**src/cas_pkg.sv**
```systemverilog
`default_nettype none
// ----------------------------------------------------------------------------
// Chunk access statistics package
// Shared constants, payload structs, controller state and control structs.
// ----------------------------------------------------------------------------
package cas_pkg;

    // Default sizes of the statistics stores.
    localparam int DEF_NUM_CHUNKS       = 4096;
    localparam int DEF_COUNT_WIDTH      = 32;
    localparam int DEF_SECTOR_SUM_WIDTH = 48;

    // Fixed field widths of the request and response.
    localparam int LBA_W     = 48;
    localparam int SIZE_W    = 16;
    localparam int IDX_OUT_W = 12;
    localparam int WIN_W     = 13;
    localparam int CNT_OUT_W = 32;
    localparam int SUM_OUT_W = 48;

    // Chunk size register and the address shift it controls.
    localparam int                   CFG_W               = 4;
    localparam logic [CFG_W-1:0]     CFG_RESET           = 4'd8;
    localparam int                   SHIFT_W             = 5;
    localparam logic [SHIFT_W-1:0]   SECTORS_PER_MB_LOG2 = 5'd11;

    // Distinct chunk count holds at its largest value.
    localparam logic [WIN_W-1:0] WIN_MAX = {WIN_W{1'b1}};

    typedef struct packed {
        logic [LBA_W-1:0]  lba;
        logic [SIZE_W-1:0] size_sectors;
        logic              is_write;
    } t_req;

    typedef struct packed {
        logic [IDX_OUT_W-1:0] chunk_index;
        logic                 out_of_range;
        logic                 first_in_window;
        logic [WIN_W-1:0]     window_chunks;
        logic [CNT_OUT_W-1:0] total_requests;
        logic [SUM_OUT_W-1:0] total_sectors;
        logic [CNT_OUT_W-1:0] chunk_requests;
        logic [CNT_OUT_W-1:0] chunk_reads;
        logic [CNT_OUT_W-1:0] chunk_writes;
        logic [SUM_OUT_W-1:0] chunk_sectors;
        logic [SUM_OUT_W-1:0] chunk_read_sectors;
        logic [SUM_OUT_W-1:0] chunk_write_sectors;
    } t_rsp;

    typedef enum logic [1:0] {
        S_CLEAR,
        S_IDLE,
        S_READ,
        S_UPDATE
    } t_state;

    // Commands from the controller to the datapath.
    typedef struct packed {
        logic clear;
        logic capture;
        logic update;
    } t_cmd;

    // Status from the datapath to the controller.
    typedef struct packed {
        logic clear_last;
        logic out_free;
    } t_sts;

endpackage

`default_nettype wire

```
**src/cas_ctrl.sv**
```systemverilog
`default_nettype none
// ----------------------------------------------------------------------------
// Chunk access statistics controller
// Sequences the clearing pass and the read-modify-write of each request.
// ----------------------------------------------------------------------------
module cas_ctrl
    import cas_pkg::*;
(
    input  wire logic i_clk,
    input  wire logic i_rst_n,
    input  wire logic i_req_valid,
    output logic      o_req_ready,
    input  wire t_sts i_sts,
    output t_cmd      o_cmd
);

    t_state r_state;
    t_state n_state;

    // State register; reset starts the clearing pass.
    always_ff @(posedge i_clk) begin
        if (!i_rst_n) begin
            r_state <= S_CLEAR;
        end else begin
            r_state <= n_state;
        end
    end

    // Next state and commands.
    always_comb begin
        n_state     = r_state;
        o_req_ready = 1'b0;
        o_cmd       = '0;
        case (r_state)
            S_CLEAR: begin
                o_cmd.clear = 1'b1;
                if (i_sts.clear_last) begin
                    n_state = S_IDLE;
                end
            end
            S_IDLE: begin
                o_req_ready = 1'b1;
                if (i_req_valid) begin
                    o_cmd.capture = 1'b1;
                    n_state       = S_READ;
                end
            end
            S_READ: begin
                n_state = S_UPDATE;
            end
            S_UPDATE: begin
                if (i_sts.out_free) begin
                    o_cmd.update = 1'b1;
                    n_state      = S_IDLE;
                end
            end
            default: begin
                n_state = S_CLEAR;
            end
        endcase
    end

endmodule

`default_nettype wire

```
**config.mk**
```make
export PLATFORM = sky130hd
export DESIGN_NAME = cas_ctrl
export DESIGN_NICKNAME = d
export VERILOG_FILES = /design/src/cas_pkg.sv /design/src/cas_ctrl.sv
export SDC_FILE = /design/constraint.sdc
export NUM_CORES = 1
export LEC_CHECK = 0
export ABC_AREA = 1
export ABC_CLOCK_PERIOD_IN_PS = 1500
export BUFFER_PORTS_ARGS = -buffer_cell sky130_fd_sc_hd__buf_2
export CORE_AREA = 5 5 42 44
export CTS_BUF_LIST = sky130_fd_sc_hd__clkbuf_8
export DETAILED_ROUTE_END_ITERATION = 16
export DIE_AREA = 0 0 47 49
export HOLD_SLACK_MARGIN = 0.03
export PLACE_DENSITY_LB_ADDON = 0.05
export REMOVE_ABC_BUFFERS = 1
export SYNTH_ARGS = -nofsm -noshare
export SYNTH_HDL_FRONTEND = slang
export SYNTH_SLANG_ARGS = --single-unit
```
**constraint.sdc**
```tcl
create_clock -name i_clk -period 1.5 [get_ports i_clk]
set_input_delay 0.375 -clock i_clk [delete_from_list [all_inputs] [get_ports i_clk]]
set_output_delay 0.375 -clock i_clk [all_outputs]
set_load 0.05 [all_outputs]
```
## Yosys cells after proc, flatten, opt, wreduce, memory -nomap -nowiden

Cells that the tools add are included.

| storage, ports and cells | value |
|---|---|
| register bits after elaboration | 2 |
| input bits | 5 |
| output and inout port bits | 4 |

| operators by class | value |
|---|---|
| eq/ne operators | 6 |
| muxes and demuxes | 10 |
| reductions and logical operators | 2 |

Operators by type and width:

| kind | number |
|---|---|
| one-hot mux 2 bit (4 select lines) | 1 |
| two-way mux 1 bit | 6 |
| two-way mux 2 bit | 3 |
| != test 2 bit, second input constant | 3 |
| == test 2 bit, second input constant | 2 |
| AND reduction 3 bit | 1 |
| == test 2 x 1 -> 1 bit, second input constant | 1 |
| zero test 2 bit | 1 |

## Logic depth before layout (Yosys ltp)

| logic depth | value |
|---|---|
| word-level depth | 3 |
| mapped depth | 7 |
| gate-level depth less buffers | 7 |

## Worst setup path before layout

OpenSTA, ideal clock, no wires.

| timing | value |
|---|---|
| path type | reg-to-output |
| start | reg r_state[1] |
| end | out o_cmd[1] (netlist name) |
| arrival | 1.303 ns |
| path slack | -0.178 ns |
| stages on the path, launching flop included | 5 |
| path buffers | 0 |
| path through | dfxtp_1 inv_1 ha_1 nand2_1 inv_1 |

RTL lines:

| what | line | source |
|---|---|---|
| start, declared | cas_ctrl.sv:17 | `t_state r_state;` |
| start signal, assigned | cas_ctrl.sv:25 | `r_state <= n_state;` |
| end, declared | cas_ctrl.sv:14 | `output t_cmd o_cmd` |

==> impl_metrics.yaml <==
clock_network:
  cts_resized: 3
  ctsLongestPathBuffers: 2
  cts.clk_slew.worst_paths_ps: 30
  clock_latency_ps: 210
  clkSinkCount: 2
  cts_tree: "yes"
  cts_setup_buffers: 0
  cts_root_buf: "clkbuf_8"
  cts_buffers: 3
  cts_max_level: 1
  cts_hold_buf: 0
floorplanning:
  rows: 14
  die_h_um: 49
  die_w_um: 47
  io_pins: 9
  die-area_um2: 2300
  initial_utilization_pct: 12.8
  core_area_um2: 1400
setup_path:
  worstSetupPathType: "reg2out"
  r2r_cells: 7
  critical-path-top-delay-family: "flip-flops"
  critPathMaxFanout: 4
  start_kind: "flip-flop"
  max_stage_delay_ps: 310
  path_depth: 5
  worstPathCellList: "inv_2 > ha_2 > nand2_1 > inv_1 > buf_6"
  crit_required_ps: 1120
  critPathBufInv: 3
  crit_path_end_kind: "primary output"
  arrival_ps: 1060
  crit_slowest_cell: "dfxtp_1"
drt:
  drtPass1Iterations: 1
  ant_nets: 0
  via_count: 184
  viasPerCell: 3.35
  drt_iter0_markers: 0
  wl_um: 402
  drc: 0
  wl_per_cell_um: 7.31
min_path:
  holdPathStages: 3
  min_path_type: "in2reg"
power_and_ir_drop:
  power_switching_mw: 0.329
  powerDensity_nw_per_um2: 2370
  seq_power_share_pct: 15.1
  p_leak_nw: 0.181
  intPower_mw: 0.363
  total_power_mw: 0.693
  p_sw_share_pct: 47.6
  power_frac_comb_pct: 55.4
  vdd_drop_max_v: 0.000723
  clkPwrFrac_pct: 29.5
layout:
  final_common_cell: "nand2_1"
  final_nets: 50
  reg_top3: "r_state x2"
  regMostFlops: "r_state"
  syn2layout_area_growth_pct: 63.6
  antennaDiodeCount: 0
  layout.cells.most_common_list: "nand2_1, inv_1, buf_2, nor2_1"
  layout-drive-gt1-share_pct: 38.5
  largest_register_ffs: 2
yosys:
  yosys.area_share.simple_pct: 32.9
  netlist_area_um2: 179
  synth_xor_area_share_pct: 0
  synth_cells: 28
  ys_types: 6
  synth_seq_cells: 2
  yosys_warnings: 0
  yosys.area.top_type: "ha_1"
  synth_compound_area_share_pct: 0
  synthMuxAreaShare_pct: 0
  yosys-top-cells-area: "ha_1, dfxtp_1, nand2_1"
  synth-adder-area-share_pct: 28.0
  avgSynthCellArea_um2: 6.39
  seq_area_frac_synth_pct: 22.4
  synth_top_family_by_area: "simple AND/OR/NAND/NOR gates"
  synth_top_area_share_pct: 28.0
timing:
  rsz0062_at_grt: "no"
  fmax_mhz: 699
  fin_setup_tns_ps: 0
  clock_skew_ps: 1.23
  worstMarginPinSlew_ps: 248
  timing.final.crit_share_pct: 95.4
  setup_viol_count_final: 0
  slew_violations: 0
  relSlewSlack_pct: 83.6
  holdWs_ps: 402
  final-hold-violation-count: 0
  post-route-min-period_ps: 1430
global_route:
  grt_pass1_vias: 180
  track_usage_pct: 4.36
  grt_pass1_wl_um: 655
  antenna_found_initial: 0
  grt_max_degree: 5
  overflow: 0
outcome:
  status: "completed"
placed_design:
  gp_congestion: 0.691
  dpl.hpwl_um: 350
  port-buffer-count: 8
flow_run:
  cap_violations: 0
-- synthesized netlist by cell type, drive strengths merged --
cell and instances:
nor2 4, ha 4, dfxtp 2, nand2 9
inv 8, nand3 1
-- path summary, 6_finish.rpt --
kind / from / to / slack [ps]
setup / recovery: r_state[1]$_SDFFE_PN0P_ / o_cmd[1] / 70
hold / removal: i_rst_n / r_state[0]$_SDFFE_PN0P_ / 400
setup reg to reg: r_state[0]$_SDFFE_PN0P_ / r_state[0]$_SDFFE_PN0P_ / 450
hold reg to reg: r_state[1]$_SDFFE_PN0P_ / r_state[1]$_SDFFE_PN0P_ / 570
-- kinds of logic (layout without fill, tap and decap cells) --
| group | Yosys count | count (layout) |
|---|---|---|
| simple gates | 14 | 14 |
| flops | 2 | 2 |
| buf+inv | 8 | 19 |
| fa+ha+maj | 4 | 4 |
-- power by group through the flow --
stage          combinational (mW)  sequential [mW]  clock (mW)
6_report                    0.384            0.105       0.204
5_1_grt                     0.420            0.110       0.222
3_3_place_gp                0.379            0.101           0
2_1_floorplan               0.312           0.0954           0
4_1_cts                     0.390            0.100       0.212
3_5_place_dp                0.378            0.101           0
-- worst reg2reg max path, delay by kind of cell, from the launching register on --
kind                       cells  cell delay [ps]
adders and majority gates      1              200
buffers and inverters          1               60
and+or+nand+nor                5              360
DFF                            1              340
-- metal layers --
metal  share of wire [%]  up-vias  track usage (%)
met5                   0        -                0
met4                 2.0        0             4.15
met3                  17        2             3.32
met2                  39       10             5.20
met1                  42       70             4.60
li1                    -      102                -
-- area by class of cell --
cell class                      count  area (um2)
Fill cell                         172        1110
Multi-Input combinational cell     18         111
Timing Repair Buffer                8        48.8
Sequential cell                     2        41.3
Clock buffer                        3        41.3
Inverter                            8        30.0
Tap cell                           16        20.0
-- per-stage QoR --
step                      utilization (%)  worst slack (ps)  std cells  cell area, um2
after global routing                 20.9              1.27         55             293
final                                20.9              68.9         55             293
after global placement               17.1               182         52             239
after CTS                            20.6             0.357         55             289
after floorplan                         -              -178         28             179
after detailed placement             17.1               144         52             239
Power figures use the tool's default switching activity.
